File: config.mk
export PLATFORM = sky130hd
export DESIGN_NAME = fixed_partition_fit_allocator
export DESIGN_NICKNAME = d
export VERILOG_FILES = /design/src/sv/fpfa_pkg.sv /design/src/sv/fixed_partition_fit_allocator.sv /design/src/sv/fpfa_cell.sv
export VERILOG_INCLUDE_DIRS = /design/src /design/src/sv
export SDC_FILE = /design/constraint.sdc
export NUM_CORES = 1
export LEC_CHECK = 0
export BUFFER_PORTS_ARGS = -buffer_cell sky130_fd_sc_hd__clkbuf_2
export CAP_MARGIN = 40
export CORE_MARGIN = 8
export CORE_UTILIZATION = 35
export DETAILED_ROUTE_END_ITERATION = 7
export GPL_ROUTABILITY_DRIVEN = 0
export PLACE_DENSITY = 0.6
export SLEW_MARGIN = 15
export SYNTH_ARGS = -nofsm -noshare
export SYNTH_HDL_FRONTEND = slang
export SYNTH_SLANG_ARGS = --single-unit
File: constraint.sdc
create_clock -name clk -period 4.5 [get_ports clk]
set_clock_uncertainty 0.15 [all_clocks]
set_input_delay 0.45 -clock clk [delete_from_list [all_inputs] [get_ports clk]]
set_output_delay 0.45 -clock clk [all_outputs]
set_load 0.01 [all_outputs]
File: src/sv/fixed_partition_fit_allocator_defines.svh
// Assertion macros shared by the partition allocator RTL.
// No dependencies; included by files that carry concurrent checks.
`ifndef FIXED_PARTITION_FIT_ALLOCATOR_DEFINES_SVH
`define FIXED_PARTITION_FIT_ALLOCATOR_DEFINES_SVH

// Same-cycle implication, disabled while reset is asserted.
`define FPFA_ASSERT_IMPLY(label, clk, rst_n, ante, cons) \
    label: assert property (@(posedge clk) disable iff (!rst_n) (ante) |-> (cons)) \
        else $error("same-cycle implication check failed");

// Next-cycle implication, disabled while reset is asserted.
`define FPFA_ASSERT_NEXT(label, clk, rst_n, ante, cons) \
    label: assert property (@(posedge clk) disable iff (!rst_n) (ante) |=> (cons)) \
        else $error("next-cycle implication check failed");

`endif

File: src/sv/fpfa_pkg.sv
// Types and constants of the partition allocator.
// No dependencies; used by fpfa_cell and fixed_partition_fit_allocator.
`timescale 1ns / 1ps

package fpfa_pkg;

    localparam int SIZE_W = 16;
    localparam int NUM_W  = 5;
    localparam int REQ_W  = 16;

    // Transaction kinds on the input channel.
    typedef enum logic [1:0] {
        KIND_CLEAR    = 2'd0,
        KIND_LOAD     = 2'd1,
        KIND_FREE_ALL = 2'd2,
        KIND_REQUEST  = 2'd3
    } kind_t;

    // Fit policy codes; the unused code behaves as first fit.
    typedef enum logic [1:0] {
        POLICY_FIRST = 2'd0,
        POLICY_BEST  = 2'd1,
        POLICY_WORST = 2'd2
    } policy_t;

    // Broadcast control from the controller to every cell.
    typedef struct packed {
        logic              clear_en;
        logic              load_en;
        logic              free_all_en;
        logic              commit_en;
        policy_t           policy;
        logic [SIZE_W-1:0] data;
    } cell_ctrl_t;

    // Best candidate found so far, handed from cell to cell.
    typedef struct packed {
        logic              valid;
        logic [SIZE_W-1:0] size;
    } cand_t;

endpackage

File: src/sv/fixed_partition_fit_allocator.sv
// Top level of the partition allocator: controller, output register and the cell chain.
// Depends on fpfa_pkg, fpfa_cell and the defines header.
//
// Channel | Direction | Handshake            | Payload
// --------+-----------+----------------------+-----------------------------------------------
// in      | input     | in_valid / in_ready   | kind, size_value
// out     | output    | out_valid / out_ready | granted, partition_number, partition_size,
//         |           |                       | request_number
// cfg     | input     | cfg_valid / cfg_ready | fit_policy
//
// Clear, load and free-all transactions are handled without leaving the idle state.
// A request starts a scan, passes the token through the cell chain (each cell weighs
// its partition against the candidate), then captures and commits the result.
// Reset is asynchronous and active low and empties the table; no clearing pass is needed.
// A result waiting in the output register does not block clear, load or free-all;
// a finished request waits in its commit cycle until the output register is free.
`timescale 1ns / 1ps
`include "fixed_partition_fit_allocator_defines.svh"

module fixed_partition_fit_allocator #(
    parameter int MAX_PARTS = 16
) (
    input  logic                          clk,
    input  logic                          rst_n,
    input  logic                          in_valid,
    output logic                          in_ready,
    input  logic [1:0]                    kind,
    input  logic [fpfa_pkg::SIZE_W-1:0]   size_value,
    output logic                          out_valid,
    input  logic                          out_ready,
    output logic                          granted,
    output logic [fpfa_pkg::NUM_W-1:0]    partition_number,
    output logic [fpfa_pkg::SIZE_W-1:0]   partition_size,
    output logic [fpfa_pkg::REQ_W-1:0]    request_number,
    input  logic                          cfg_valid,
    output logic                          cfg_ready,
    input  logic [1:0]                    fit_policy
);

    localparam int IDX_W = (MAX_PARTS > 1) ? $clog2(MAX_PARTS) : 1;
    localparam int CNT_W = IDX_W + 1;

    typedef enum logic [1:0] {
        ST_IDLE,
        ST_SCAN,
        ST_COMMIT
    } state_t;

    state_t                       state_reg,       state_next;
    fpfa_pkg::policy_t            policy_reg;
    logic                         start_reg,       start_next;
    logic                         clear_reg,       clear_next;
    logic                         load_reg,        load_next;
    logic                         free_all_reg,    free_all_next;
    logic [fpfa_pkg::SIZE_W-1:0]  data_reg,        data_next;
    logic [fpfa_pkg::REQ_W-1:0]   req_count_reg,   req_count_next;
    fpfa_pkg::cand_t              hold_cand_reg,   hold_cand_next;
    logic [IDX_W-1:0]             hold_idx_reg,    hold_idx_next;
    logic                         out_valid_reg,   out_valid_next;
    logic                         granted_reg,     granted_next;
    logic [fpfa_pkg::NUM_W-1:0]   part_num_reg,    part_num_next;
    logic [fpfa_pkg::SIZE_W-1:0]  part_size_reg,   part_size_next;
    logic [fpfa_pkg::REQ_W-1:0]   req_num_reg,     req_num_next;

    logic                         in_fire;
    logic                         commit;
    logic [CNT_W-1:0]             number_wide;
    fpfa_pkg::cell_ctrl_t         ctrl;
    fpfa_pkg::kind_t              kind_in;

    logic                         tok_chain  [0:MAX_PARTS];
    fpfa_pkg::cand_t              cand_chain [0:MAX_PARTS];
    logic [IDX_W-1:0]             idx_chain  [0:MAX_PARTS];
    logic                         loaded_chain [0:MAX_PARTS];

    assign kind_in   = fpfa_pkg::kind_t'(kind);
    assign in_ready  = (state_reg == ST_IDLE);
    assign in_fire   = in_valid && in_ready;
    assign cfg_ready = 1'b1;

    // The held result is committed once the output register can take it.
    assign commit      = (state_reg == ST_COMMIT) && (!out_valid_reg || out_ready);
    assign number_wide = CNT_W'(hold_idx_reg) + CNT_W'(1);

    // Fit policy register.
    always_ff @(posedge clk or negedge rst_n)
    begin
        if (!rst_n)
        begin
            policy_reg <= fpfa_pkg::POLICY_FIRST;
        end
        else if (cfg_valid && cfg_ready)
        begin
            policy_reg <= fpfa_pkg::policy_t'(fit_policy);
        end
    end

    // Controller next-state logic.
    always_comb
    begin
        state_next     = state_reg;
        start_next     = 1'b0;
        clear_next     = 1'b0;
        load_next      = 1'b0;
        free_all_next  = 1'b0;
        data_next      = data_reg;
        req_count_next = req_count_reg;
        hold_cand_next = hold_cand_reg;
        hold_idx_next  = hold_idx_reg;
        out_valid_next = out_valid_reg && !out_ready;
        granted_next   = granted_reg;
        part_num_next  = part_num_reg;
        part_size_next = part_size_reg;
        req_num_next   = req_num_reg;

        case (state_reg)
            ST_IDLE:
            begin
                if (in_fire)
                begin
                    data_next = size_value;
                    case (kind_in)
                        fpfa_pkg::KIND_CLEAR:
                        begin
                            clear_next     = 1'b1;
                            req_count_next = '0;
                        end
                        fpfa_pkg::KIND_LOAD:
                        begin
                            load_next = 1'b1;
                        end
                        fpfa_pkg::KIND_FREE_ALL:
                        begin
                            free_all_next  = 1'b1;
                            req_count_next = '0;
                        end
                        fpfa_pkg::KIND_REQUEST:
                        begin
                            start_next = 1'b1;
                            state_next = ST_SCAN;
                            if (req_count_reg != {fpfa_pkg::REQ_W{1'b1}})
                            begin
                                req_count_next = req_count_reg + 1'b1;
                            end
                        end
                        default:
                        begin
                            start_next = 1'b0;
                        end
                    endcase
                end
            end
            ST_SCAN:
            begin
                if (tok_chain[MAX_PARTS])
                begin
                    hold_cand_next = cand_chain[MAX_PARTS];
                    hold_idx_next  = idx_chain[MAX_PARTS];
                    state_next     = ST_COMMIT;
                end
            end
            ST_COMMIT:
            begin
                if (commit)
                begin
                    out_valid_next = 1'b1;
                    granted_next   = hold_cand_reg.valid;
                    part_num_next  = hold_cand_reg.valid ?
                                     fpfa_pkg::NUM_W'(number_wide) : '0;
                    part_size_next = hold_cand_reg.valid ? hold_cand_reg.size : '0;
                    req_num_next   = req_count_reg;
                    state_next     = ST_IDLE;
                end
            end
            default:
            begin
                state_next = ST_IDLE;
            end
        endcase
    end

    // Controller state and registered outputs.
    always_ff @(posedge clk or negedge rst_n)
    begin
        if (!rst_n)
        begin
            state_reg     <= ST_IDLE;
            start_reg     <= 1'b0;
            clear_reg     <= 1'b0;
            load_reg      <= 1'b0;
            free_all_reg  <= 1'b0;
            data_reg      <= '0;
            req_count_reg <= '0;
            hold_cand_reg <= '0;
            hold_idx_reg  <= '0;
            out_valid_reg <= 1'b0;
            granted_reg   <= 1'b0;
            part_num_reg  <= '0;
            part_size_reg <= '0;
            req_num_reg   <= '0;
        end
        else
        begin
            state_reg     <= state_next;
            start_reg     <= start_next;
            clear_reg     <= clear_next;
            load_reg      <= load_next;
            free_all_reg  <= free_all_next;
            data_reg      <= data_next;
            req_count_reg <= req_count_next;
            hold_cand_reg <= hold_cand_next;
            hold_idx_reg  <= hold_idx_next;
            out_valid_reg <= out_valid_next;
            granted_reg   <= granted_next;
            part_num_reg  <= part_num_next;
            part_size_reg <= part_size_next;
            req_num_reg   <= req_num_next;
        end
    end

    // Control broadcast to all cells.
    always_comb
    begin
        ctrl.clear_en    = clear_reg;
        ctrl.load_en     = load_reg;
        ctrl.free_all_en = free_all_reg;
        ctrl.commit_en   = commit && hold_cand_reg.valid;
        ctrl.policy      = policy_reg;
        ctrl.data        = data_reg;
    end

    // Head of the chain: the scan token enters with no candidate.
    assign tok_chain[0]    = start_reg;
    assign cand_chain[0]   = '0;
    assign idx_chain[0]    = '0;
    assign loaded_chain[0] = 1'b1;

    // Row of partition cells.
    for (genvar g = 0; g < MAX_PARTS; g++)
    begin : g_cell
        fpfa_cell #(
            .IDX_W    (IDX_W),
            .CELL_IDX (g)
        ) u_cell (
            .clk         (clk),
            .rst_n       (rst_n),
            .ctrl        (ctrl),
            .grant_idx   (hold_idx_reg),
            .prev_loaded (loaded_chain[g]),
            .loaded      (loaded_chain[g+1]),
            .tok_in      (tok_chain[g]),
            .cand_in     (cand_chain[g]),
            .idx_in      (idx_chain[g]),
            .tok_out     (tok_chain[g+1]),
            .cand_out    (cand_chain[g+1]),
            .idx_out     (idx_chain[g+1])
        );
    end

    assign out_valid        = out_valid_reg;
    assign granted          = granted_reg;
    assign partition_number = part_num_reg;
    assign partition_size   = part_size_reg;
    assign request_number   = req_num_reg;

    // The token leaves the chain only while a request scan is under way.
    `FPFA_ASSERT_IMPLY(a_tail_in_scan, clk, rst_n, tok_chain[MAX_PARTS], state_reg == ST_SCAN)
    // A refused request reports neither a partition nor a size.
    `FPFA_ASSERT_IMPLY(a_refused_empty, clk, rst_n, out_valid_reg && !granted_reg,
        (part_num_reg == '0) && (part_size_reg == '0))
    // Every delivered result carries a nonzero request ordinal.
    `FPFA_ASSERT_NEXT(a_req_num_nonzero, clk, rst_n, commit, req_num_reg != '0)

endmodule

File: src/sv/fpfa_cell.sv
// One partition slot of the allocator chain: holds size, loaded and free marks,
// and refines the travelling candidate. Depends on fpfa_pkg and the defines header.
`timescale 1ns / 1ps
`include "fixed_partition_fit_allocator_defines.svh"

module fpfa_cell #(
    parameter int IDX_W    = 4,
    parameter int CELL_IDX = 0
) (
    input  logic                   clk,
    input  logic                   rst_n,
    input  fpfa_pkg::cell_ctrl_t   ctrl,
    input  logic [IDX_W-1:0]       grant_idx,
    input  logic                   prev_loaded,
    output logic                   loaded,
    input  logic                   tok_in,
    input  fpfa_pkg::cand_t        cand_in,
    input  logic [IDX_W-1:0]       idx_in,
    output logic                   tok_out,
    output fpfa_pkg::cand_t        cand_out,
    output logic [IDX_W-1:0]       idx_out
);

    logic                        loaded_reg;
    logic                        free_reg;
    logic [fpfa_pkg::SIZE_W-1:0] size_reg;
    logic                        tok_reg;
    fpfa_pkg::cand_t             cand_reg;
    logic [IDX_W-1:0]            idx_reg;
    logic                        fits;
    logic                        better;
    logic                        take;
    logic                        load_here;
    logic                        grant_here;

    // This slot is the next one to load when the slots before it are filled.
    assign load_here  = ctrl.load_en && !loaded_reg && prev_loaded;
    assign grant_here = ctrl.commit_en && (grant_idx == IDX_W'(CELL_IDX));

    // Compare this partition against the candidate coming from upstream.
    assign fits = loaded_reg && free_reg && (size_reg >= ctrl.data);

    always_comb
    begin
        case (ctrl.policy)
            fpfa_pkg::POLICY_BEST:  better = size_reg < cand_in.size;
            fpfa_pkg::POLICY_WORST: better = size_reg >= cand_in.size;
            default:                better = 1'b0;
        endcase
    end

    assign take = fits && (!cand_in.valid || better);

    // Marks and the scan token.
    always_ff @(posedge clk or negedge rst_n)
    begin
        if (!rst_n)
        begin
            loaded_reg <= 1'b0;
            free_reg   <= 1'b0;
            tok_reg    <= 1'b0;
        end
        else
        begin
            tok_reg <= tok_in;
            if (ctrl.clear_en)
            begin
                loaded_reg <= 1'b0;
                free_reg   <= 1'b0;
            end
            else if (load_here)
            begin
                loaded_reg <= 1'b1;
                free_reg   <= 1'b1;
            end
            else if (ctrl.free_all_en && loaded_reg)
            begin
                free_reg <= 1'b1;
            end
            else if (grant_here)
            begin
                free_reg <= 1'b0;
            end
        end
    end

    // Partition size and the candidate handed downstream.
    always_ff @(posedge clk)
    begin
        if (load_here)
        begin
            size_reg <= ctrl.data;
        end
        if (take)
        begin
            cand_reg.valid <= 1'b1;
            cand_reg.size  <= size_reg;
            idx_reg        <= IDX_W'(CELL_IDX);
        end
        else
        begin
            cand_reg <= cand_in;
            idx_reg  <= idx_in;
        end
    end

    assign loaded   = loaded_reg;
    assign tok_out  = tok_reg;
    assign cand_out = cand_reg;
    assign idx_out  = idx_reg;

    // A free slot is always a loaded slot.
    `FPFA_ASSERT_IMPLY(a_free_is_loaded, clk, rst_n, free_reg, loaded_reg)
    // Loaded slots form an unbroken run from the head of the chain.
    `FPFA_ASSERT_IMPLY(a_loaded_contiguous, clk, rst_n, loaded_reg, prev_loaded)
    // A grant only ever lands on a slot that is free.
    `FPFA_ASSERT_IMPLY(a_grant_hits_free, clk, rst_n, grant_here, free_reg)

endmodule
Yosys cells after proc, flatten, opt, wreduce, memory -nomap -nowiden:

Cells that the tools add are included.

* bits of input ports: 25
* bits in registers: 725
* output and inout port bits: 41

* reduce and logical (&&, ||, !) cells: 205
* add/subtract/negate cells: 2
* eq/ne operators: 28
* mux-type cells: 151
* magnitude comparators: 46

Operators by type and width (number)
* >= comparator 16 bit: 31
* 2-to-1 mux 16 bit: 17
* < comparator 16 bit: 15
* logical AND 1 bit: 114
* 2-to-1 mux 1 bit: 111
* nonzero test 4 bit: 16
* nonzero test 2 bit: 17
* zero test 1 bit: 33
* == test 4 bit (second input constant): 8
* one-hot mux 16 bit (2 select lines): 1
* one-hot mux 1 bit (2 select lines): 15
* 2-to-1 mux 17 bit: 1
* adder 16 x 1 -> 16 bit (second input constant): 1
* == test 4 x 3 -> 1 bit (second input constant): 4
* logical OR 1 bit: 16
* != test 16 bit (second input constant): 1
* == test 2 bit (second input constant): 4
* == test 4 x 2 -> 1 bit (second input constant): 2
* 2-to-1 mux 2 bit: 4
* AND reduction 4 bit: 2
* == test 2 x 1 -> 1 bit (second input constant): 3
* != test 2 x 1 -> 1 bit (second input constant): 3
* one-hot mux 2 bit (3 select lines): 1
* AND reduction 2 bit: 3
* 7 further kinds: 9

Logic depth before layout (Yosys ltp):

Gate-level depths: netlist of the first run.

* depth in word-level cells: 9
* mapped depth: 10
* mapped depth without buffers: 9

Cells and area by module:

A second synthesis of the first run with hierarchy kept.

* cells, all modules: 3449
* area total of the unflattened synthesis: 39198.8 um^2

By module, submodules not included
* fpfa_cell at g_cell[10].u_cell ...: area an instance 2192.1 um^2, cells an instance 194, instances 8, seq. area each 975.9 um^2
* fpfa_cell at g_cell[12].u_cell ...: area an instance 2189.6 um^2, cells an instance 194, instances 4, seq. area each 975.9 um^2
* fpfa_cell at g_cell[13].u_cell ...: area an instance 2192.1 um^2, cells an instance 195, instances 2, seq. area each 975.9 um^2
* fixed_partition_fit_allocator: area an instance 4116.4 um^2, cells an instance 342, instances 1, seq. area each 2502.4 um^2
* fpfa_cell at g_cell[15].u_cell: area an instance 2202.1 um^2, cells an instance 195, instances 1, seq. area each 975.9 um^2
* fpfa_cell at g_cell[0].u_cell: area an instance 2200.9 um^2, cells an instance 194, instances 1, seq. area each 975.9 um^2

Worst setup path after synthesis of the first run:

Ideal clock, no wire load.

* path type: register -> register
* start point: reg data_reg[15] (netlist name)
* end point: reg g_cell[2].u_cell.cand_reg (netlist bit g_cell[2].u_cell.cand_out[10])
* setup slack: 1.572 ns
* cell stages (with the launch flop): 11
* arrival: 2.656 ns
* buffers on the path: 1
* cells stage by stage: dfrtp_1 inv_1 ha_1 nand4_1 or3_1 o2111ai_1 a41oi_1 nor2_1 o311ai_4 buf_8 mux2_4

* longest elaborated chain between the ends: 4

Ends and longest elaborated chain
* start, declared: line fixed_partition_fit_allocator.sv:55 `logic [fpfa_pkg::SIZE_W-1:0] data_reg, data_next;`
* start signal, assigned: line fixed_partition_fit_allocator.sv:209 `data_reg <= data_next;`
* >= comparator 16 bit: line fpfa_cell.sv:41 `assign fits = loaded_reg && free_reg && (size_reg >= ctrl.data);`
* logical AND 1 bit: line fpfa_cell.sv:41
* logical AND 1 bit: line fpfa_cell.sv:52 `assign take = fits && (!cand_in.valid || better);`
* 2-to-1 mux 16 bit: line fpfa_cell.sv:94 `if (take)`
* end signal, assigned: line fpfa_cell.sv:102 `cand_reg <= cand_in;`
* end, declared: line fpfa_cell.sv:28 `fpfa_pkg::cand_t cand_reg;`

No other way between the ends.
A chain may end at the register's enable or synchronous reset.

Final worst setup path of the first run:

* start point: reg data_reg[15] (netlist name)
* end point: reg g_cell[8].u_cell.cand_reg (netlist bit g_cell[8].u_cell.cand_out[2])

* longest elaborated chain between the ends: 4

Ends and longest elaborated chain (line)
* >= comparator 16 bit: fpfa_cell.sv:41
* logical AND 1 bit: fpfa_cell.sv:41
* logical AND 1 bit: fpfa_cell.sv:52
* 2-to-1 mux 16 bit: fpfa_cell.sv:94
* end signal, assigned: fpfa_cell.sv:102
* end, declared: fpfa_cell.sv:28

No other way between the ends.

==> impl_metrics.toml, run 1 <==
[sta]
layout_worst_path_cycle_share = 0.786
grt_setup_unrepaired = "no"
clock.fmax_mhz = 283
final-max-slew-violation-count = 0
report.final.setup_viol = 0
setup_tns_final_ns = 0
post-route-min-period_ns = 3.54
tightest_slew_ns = 0.717
slew_headroom = 0.510
hold_violations = 0
final_critical_path_setup_slack_ns = 0.961

[setup_path]
r2r-start = "data_reg[15]$_DFFE_PN0P_"
timing.critical_path.required_ns = 4.86
critical_path.reg2reg.endpoint = "g_cell[8].u_cell.cand_out[2]$_DFF_P_"
timing.critical_path.max_delay_family = "buffers and inverters"
worst-endpoint-arrival_ns = 3.89
cpMaxStageDelayCell = "a31oi_2"
timing.critical_path.fanout_max = 17
worst-r2r-setup-slack_ns = 0.96
path_cells = "buf_4 > inv_1 > buf_4 > ha_1 > nand4_1 > nor2_1 > o2111ai_1 > o21ai_0 > nand4_1 > a31oi_2 > buf_4 > mux2_2"
setup.worst_path.start_class = "flop"
critical_path_class = "reg2reg"
cp.buffers_inverters = 4
endpoint_kind = "flop"
reg2reg_depth = 12
timing.critical_path.slowest_cell_delay_ns = 0.39
worst_path_most_repeated_cell = "buf_4"

[drt]
routed_wl_um = 92000
detail_route.vias_per_cell = 5.10
dr.pass1.iters = 7
route.antenna.remaining_nets = 0
initialDrtViolationCount = 1579
dr_total_vias = 23500
dr_drc_count = 0
wl_per_cell_um = 19.9

[yosys]
synth.net_count = 3578
synth_sequential_area_ratio = 0.505
mappedNetlistArea_sq_mm = 0.0353
yosys_warnings = 0
post_synth_main_area_contributors = "edfxtp_1, dfxtp_1, ha_1"
synth_edf_count = 256
postSynthCellCount = 3050
synth_top_cell_by_area = "edfxtp_1"
synth_top_area_share = 0.218
synth_ff_type = "dfxtp_1"
async_reset_ff_frac = 0.204
synthDistinctLibCells = 67
synth-seq-cells = 725
syn_area_per_cell_sq_um = 11.6

[grt]
first_global_vias = 23600
grtUsageTotal = 0.162
maximum_number_of_pins_on_one_net_before_global_route_repair = 88
gr-total-overflow = 0
grt_pass1_wl_um = 141000
antenna_violations_before_repair = 2

[clocking]
cts.htree.levels = 3
cts-root-to-sink-buffers = 3
post_cts_buffers = 0
clk_root_buf = "clkbuf_16"
clk_latency_worst_skew_pair_ns = 0.63
tritoncts = "built"
clk_pin_slew_worst_paths_ns = 0.06
cts_made_buffers = 79
clock-sinks = 725

[outcome]
run_status = "finished clean"

[layout]
layout.cell_area.non_filler_sq_mm = 0.0407
insertedDiodeCount = 0
area_growth_pct = 15.3
layout.core_utilization = 0.407
layout-drive-gt1-share = 0.172
final_net_count = 3784
largest_reg_flops = 272

[place]
dp_hpwl_um = 67000
port-buffer-count = 64
detailed_place.area_sq_mm = 0.0378
place_ws_ns = 0.959

[power]
p_per_area_mw_per_mm2 = 568
ir_worst_vdd_uv = 566
total_power_mw = 23.1
p_leak_nw = 16.9

[floorplan]
die_area_sq_mm = 0.111
fp-row-count = 116
chipHeight_um = 334
io_pins = 66
placeableCoreArea_sq_mm = 0.100
initial_utilization = 0.353
die_width_um = 334

[min_path]
worst_min_delay_path_category = "in2async"

[flow_run]
cap_violations = 0
area by class of cell:
cell class	count	area (sq um)
multi-input cells	1968	16100
inverters	302	1130
fillers	9323	59300
clock inverters	25	189
well taps	1298	1620
repair buffers	180	1420
clock buffers	122	2410
flip-flops and latches	725	17800
cell usage in the layout, fill, tap and decap left out, types with 8 or more instances in the layout:
master / count
and2_1: 21
a211oi_1: 52
clkbuf_2: 63
nand4_1: 89
o21ai_0: 159
a21o_1: 23
nor2_1: 90
a31o_2: 9
nor4_1: 21
nand2_1: 233
a22o_1: 11
and3_1: 8
mux2_1: 21
a2111oi_0: 10
ha_1: 503
or2_2: 24
dlygate4sd3_1: 27
nor2b_1: 19
clkbuf_8: 10
nand2b_1: 28
mux2_4: 17
nor3_1: 32
clkbuf_1: 25
edfxtp_1: 256
nand3_1: 24
dfrtp_1: 147
buf_4: 72
o2111ai_1: 12
o21a_1: 27
mux2_2: 223
a21oi_1: 205
inv_1: 302
dfxtp_1: 321
clkbuf_16: 87
clkinv_2: 11
o211ai_1: 9
routing by layer:
metal / GRT usage / wire (um)
met1: 0.216 / 41700
met2: 0.270 / 42900
met3: 0.0255 / 4480
met4: 0.0521 / 2900
met5: 0 / 0
where the power goes:
group          switching, mW  internal, mW
Clock                   2.64          3.81
Sequential             0.921          8.41
Combinational           4.37          2.97
Total                   7.93          15.2
stage by stage:
step	hold WS, ns	cells
after floorplan	0.00441	3050
after global placement	0.183	4430
after detailed placement	0.185	4443
after CTS	0.00373	4617
after global routing	0.0264	4620
final	0.0378	4620
synthesized netlist by cell type, drive strengths merged (7+ instances only):
master and n:
a2111oi 11, a211oi 54, a21o 23, a21oi 206, a22o 11, a31o 9, a31oi 10, and2 23
and3 8, and4 7, buf 26, clkbuf 29, dfrtp 148, dfxtp 321, edfxtp 256, ha 503
inv 302, mux2 261, nand2 233, nand2b 28, nand3 25, nand4 89, nor2 94, nor2b 19
nor3 32, nor4 21, o2111ai 14, o211ai 9, o21a 27, o21ai 163, o41ai 9, or2 24
or4 9, xnor2 7, xor2 7
cell families after synthesis:
logic type / after synthesis / share of synthesized area
DFF: 725 / 0.505
and+or+nand+nor: 619 / 0.0859
AOI/OAI and AO/OA: 570 / 0.102
adders and majority gates: 503 / 0.178
buffers and inverters: 357 / 0.0402
muxes: 261 / 0.0851
xor gates and xnor gates: 14 / 0.00348
other: 1 / 0.000106
worst max path at each step:
stage	startpoint	to	slack (ns)	cells after the start
floorplan	data_reg[15]$_DFFE_PN0P_	g_cell[2].u_cell.cand_out[10]$_DFF_P_	1.57	10
global placement	g_cell[15].u_cell.size_reg[11]$_DFFE_PP_	g_cell[15].u_cell.cand_out[8]$_DFF_P_	0.46	9
detailed placement	data_reg[2]$_DFFE_PN0P_	g_cell[14].u_cell.cand_out[6]$_DFF_P_	0.96	10
CTS	data_reg[2]$_DFFE_PN0P_	g_cell[14].u_cell.cand_out[13]$_DFF_P_	0.92	10
global route	data_reg[15]$_DFFE_PN0P_	g_cell[6].u_cell.cand_out[5]$_DFF_P_	0.68	11
finish	data_reg[15]$_DFFE_PN0P_	g_cell[8].u_cell.cand_out[2]$_DFF_P_	0.96	12
timing repair:
action,CTS,global route
resized for setup,0,0
hold buffers,27,0
endpoints found under the setup margin,0,0
endpoints found under the hold margin,109,0
Note: power is estimated with default switching activity, not from simulation.
==> run 2: changes to the inputs <==
- PLACE_DENSITY: 0.6 -> 0.61
- clock period: 4.5 -> 2.85 ns (I/O delays scaled with it)
==> run 2 against run 1 <==
The flow now finishes with violations (setup timing). Core utilization is 6.3 points higher. Worst setup slack worse by 1.3 ns. Non-clock buffer count is 367 higher. Sequential share of layout area is 5.8 points lower. Highest routed layer unchanged. First-iteration DRC count is 14% higher. Cell count is 8.0% higher. Global-route usage is 1.7 points higher. Combinational power is 130% higher. Die area stayed put. Final area is 15% higher. Routed wire length is 17% higher. Worst hold slack better by 0.042 ns.
==> impl_metrics.toml, run 2 (same netlist as run 1, synthesis figures left out) <==
[power]
power.switching_mw = 14.8
p_sw_frac = 0.350
cell_internal_pwr_mw = 27.5
total_power_mw = 42.2
share_clk_of_total_power = 0.252
p_per_area_mw_per_mm2 = 899
ir_worst_vdd_uv = 579
p_leak_nw = 19.5
comb_power_share = 0.396
power.sequential.fraction = 0.352

[drt]
detailroute.wirelength.met2_um = 51900
met3_length_um = 5880
routed_wl_um = 108000
dr.pass1.iters = 5
initialDrtViolationCount = 1796
detail_route.vias_per_cell = 5.18
route.antenna.remaining_nets = 0
highest-signal-layer = "met4"
dr_total_vias = 25800
wl_met1_um = 45800
dr_drc_count = 0
wl_per_cell_um = 21.6

[setup_path]
critical_path_class = "reg2reg"
endpoint_kind = "flop"
crit_start = "data_reg[9]$_DFFE_PN0P_"
worst-r2r-setup-slack_ns = -0.34
timing.critical_path.required_ns = 3.21
r2r-start = "data_reg[9]$_DFFE_PN0P_"
cp-endpoint = "g_cell[9].u_cell.cand_out[1]$_DFF_P_"
setup.worst_path.start_class = "flop"
critical_path.reg2reg.endpoint = "g_cell[9].u_cell.cand_out[1]$_DFF_P_"
reg2reg_depth = 12
timing.critical_path.fanout_max = 5
worst-endpoint-arrival_ns = 3.55

[grt]
antenna_violations_before_repair = 7
gr-total-overflow = 0
grt_pass1_wl_um = 154000
maximum_number_of_pins_on_one_net_before_global_route_repair = 62
grtUsageTotal = 0.179
first_global_vias = 25400

[floorplan]
io_pins = 66
die_area_sq_mm = 0.111
chipHeight_um = 334
placeableCoreArea_sq_mm = 0.100
fp-row-count = 116
die_width_um = 334
initial_utilization = 0.353

[layout]
area_growth_pct = 33.1
final_common_cell = "ha_1"
largest_reg_flops = 272
layout-drive-gt1-share = 0.323
final_net_count = 4152
layout.cells.most_common_list = "ha_1, buf_4, dfxtp_1, inv_1, edfxtp_1"

[sta]
tightest_slew_ns = 0.806
slew_headroom = 0.462
grt_setup_unrepaired = "yes"
worst_hold_slack_ns = 0.0795
final_critical_path_setup_slack_ns = -0.340
layout_worst_path_cycle_share = 1.12
final-max-slew-violation-count = 0
clock.fmax_mhz = 313
hold_violations = 0
post-route-min-period_ns = 3.19
report.final.setup_viol = 284

[outcome]
violations = "setup timing"
run_status = "complete, but fails checks"

[clocking]
tritoncts = "built"
cts.htree.levels = 3
clk_pin_slew_worst_paths_ns = 0.06
clk_root_buf = "clkbuf_16"
cts_made_buffers = 80
clock-sinks = 725
cts-root-to-sink-buffers = 3
clk_latency_worst_skew_pair_ns = 0.64

[flow_run]
cap_violations = 0

[min_path]
worst_min_delay_path_category = "in2async"

[place]
place_ws_ns = -0.660
port-buffer-count = 64
dp_hpwl_um = 73900
==> run 2: worst min path at each step <==
stage / to / slack (ns) / from / cells after the start
after floorplan: clear_reg$_DFF_PN0_ / -0.16 / rst_n / 0
after global placement: partition_size[11]$_DFFE_PN0P_ / 0.15 / rst_n / 1
after detailed placement: partition_size[11]$_DFFE_PN0P_ / 0.16 / rst_n / 1
after CTS: partition_size[11]$_DFFE_PN0P_ / 0.05 / rst_n / 2
after global routing: partition_size[14]$_DFFE_PN0P_ / 0.11 / rst_n / 2
final: partition_size[11]$_DFFE_PN0P_ / 0.08 / rst_n / 2
==> run 2: layout make-up <==
type | instances | area [sq um]
clock inverters | 35 | 344
repair buffers | 547 | 5120
well taps | 1298 | 1620
fillers | 8649 | 53000
multi-input cells | 1968 | 18500
flip-flops and latches | 725 | 17800
clock buffers | 114 | 2400
inverters | 302 | 1160
diodes | 1 | 2.50
==> run 2: per-stage QoR <==
step / utilization / instance area (sq um) / std cells / setup TNS [ns]
2_1_floorplan: - / 35300 / 3050 / -1.00
3_3_place_gp: 0.398 / 39800 / 4685 / -46.20
3_5_place_dp: 0.399 / 39900 / 4687 / -44.82
4_1_cts: 0.438 / 43800 / 4909 / -26.06
5_1_grt: 0.470 / 47000 / 4990 / -69.84
6_report: 0.470 / 47000 / 4990 / -48.36
==> run 2: power groups by stage <==
| stage | Clock [mW] | Combinational, mW | Sequential, mW |
|---|---|---|---|
| floorplan | 0 | 7.06 | 14.5 |
| global placement | 0 | 12.8 | 15.0 |
| detailed placement | 0 | 13.1 | 15.0 |
| CTS | 10.8 | 14.0 | 14.8 |
| global route | 11.2 | 18.1 | 15.1 |
| finish | 10.7 | 16.7 | 14.9 |
==> run 2: critical path: stages (launching register included) <==
cell	delay, ns
dfrtp_2	0.39
clkinvlp_4	0.13
buf_12	0.16
buf_6	0.12
ha_4	0.26
nand4_1	0.22
nor3_2	0.33
a2111oi_4	0.10
o21ai_1	0.12
nand4_1	0.19
a31oi_4	0.36
clkbuf_16	0.23
mux2_4	0.29
==> run 2: timing repair <==
| action | 4_1_cts | 5_1_grt |
|---|---|---|
| endpoints found under the setup margin | 251 | 290 |
| hold endpoints to repair | 128 | 0 |
| gates resized for setup | 107 | 459 |
| pin swaps | 26 | 125 |
| setup buffers | 42 | 68 |
| hold buffers | 29 | 0 |
| gates cloned | 3 | 21 |
==> run 2: layer usage <==
layer / track usage / vias up
met5: 0 / -
met4: 0.0588 / 0
met3: 0.0226 / 250
met2: 0.309 / 725
met1: 0.232 / 12600
li1: - / 12200
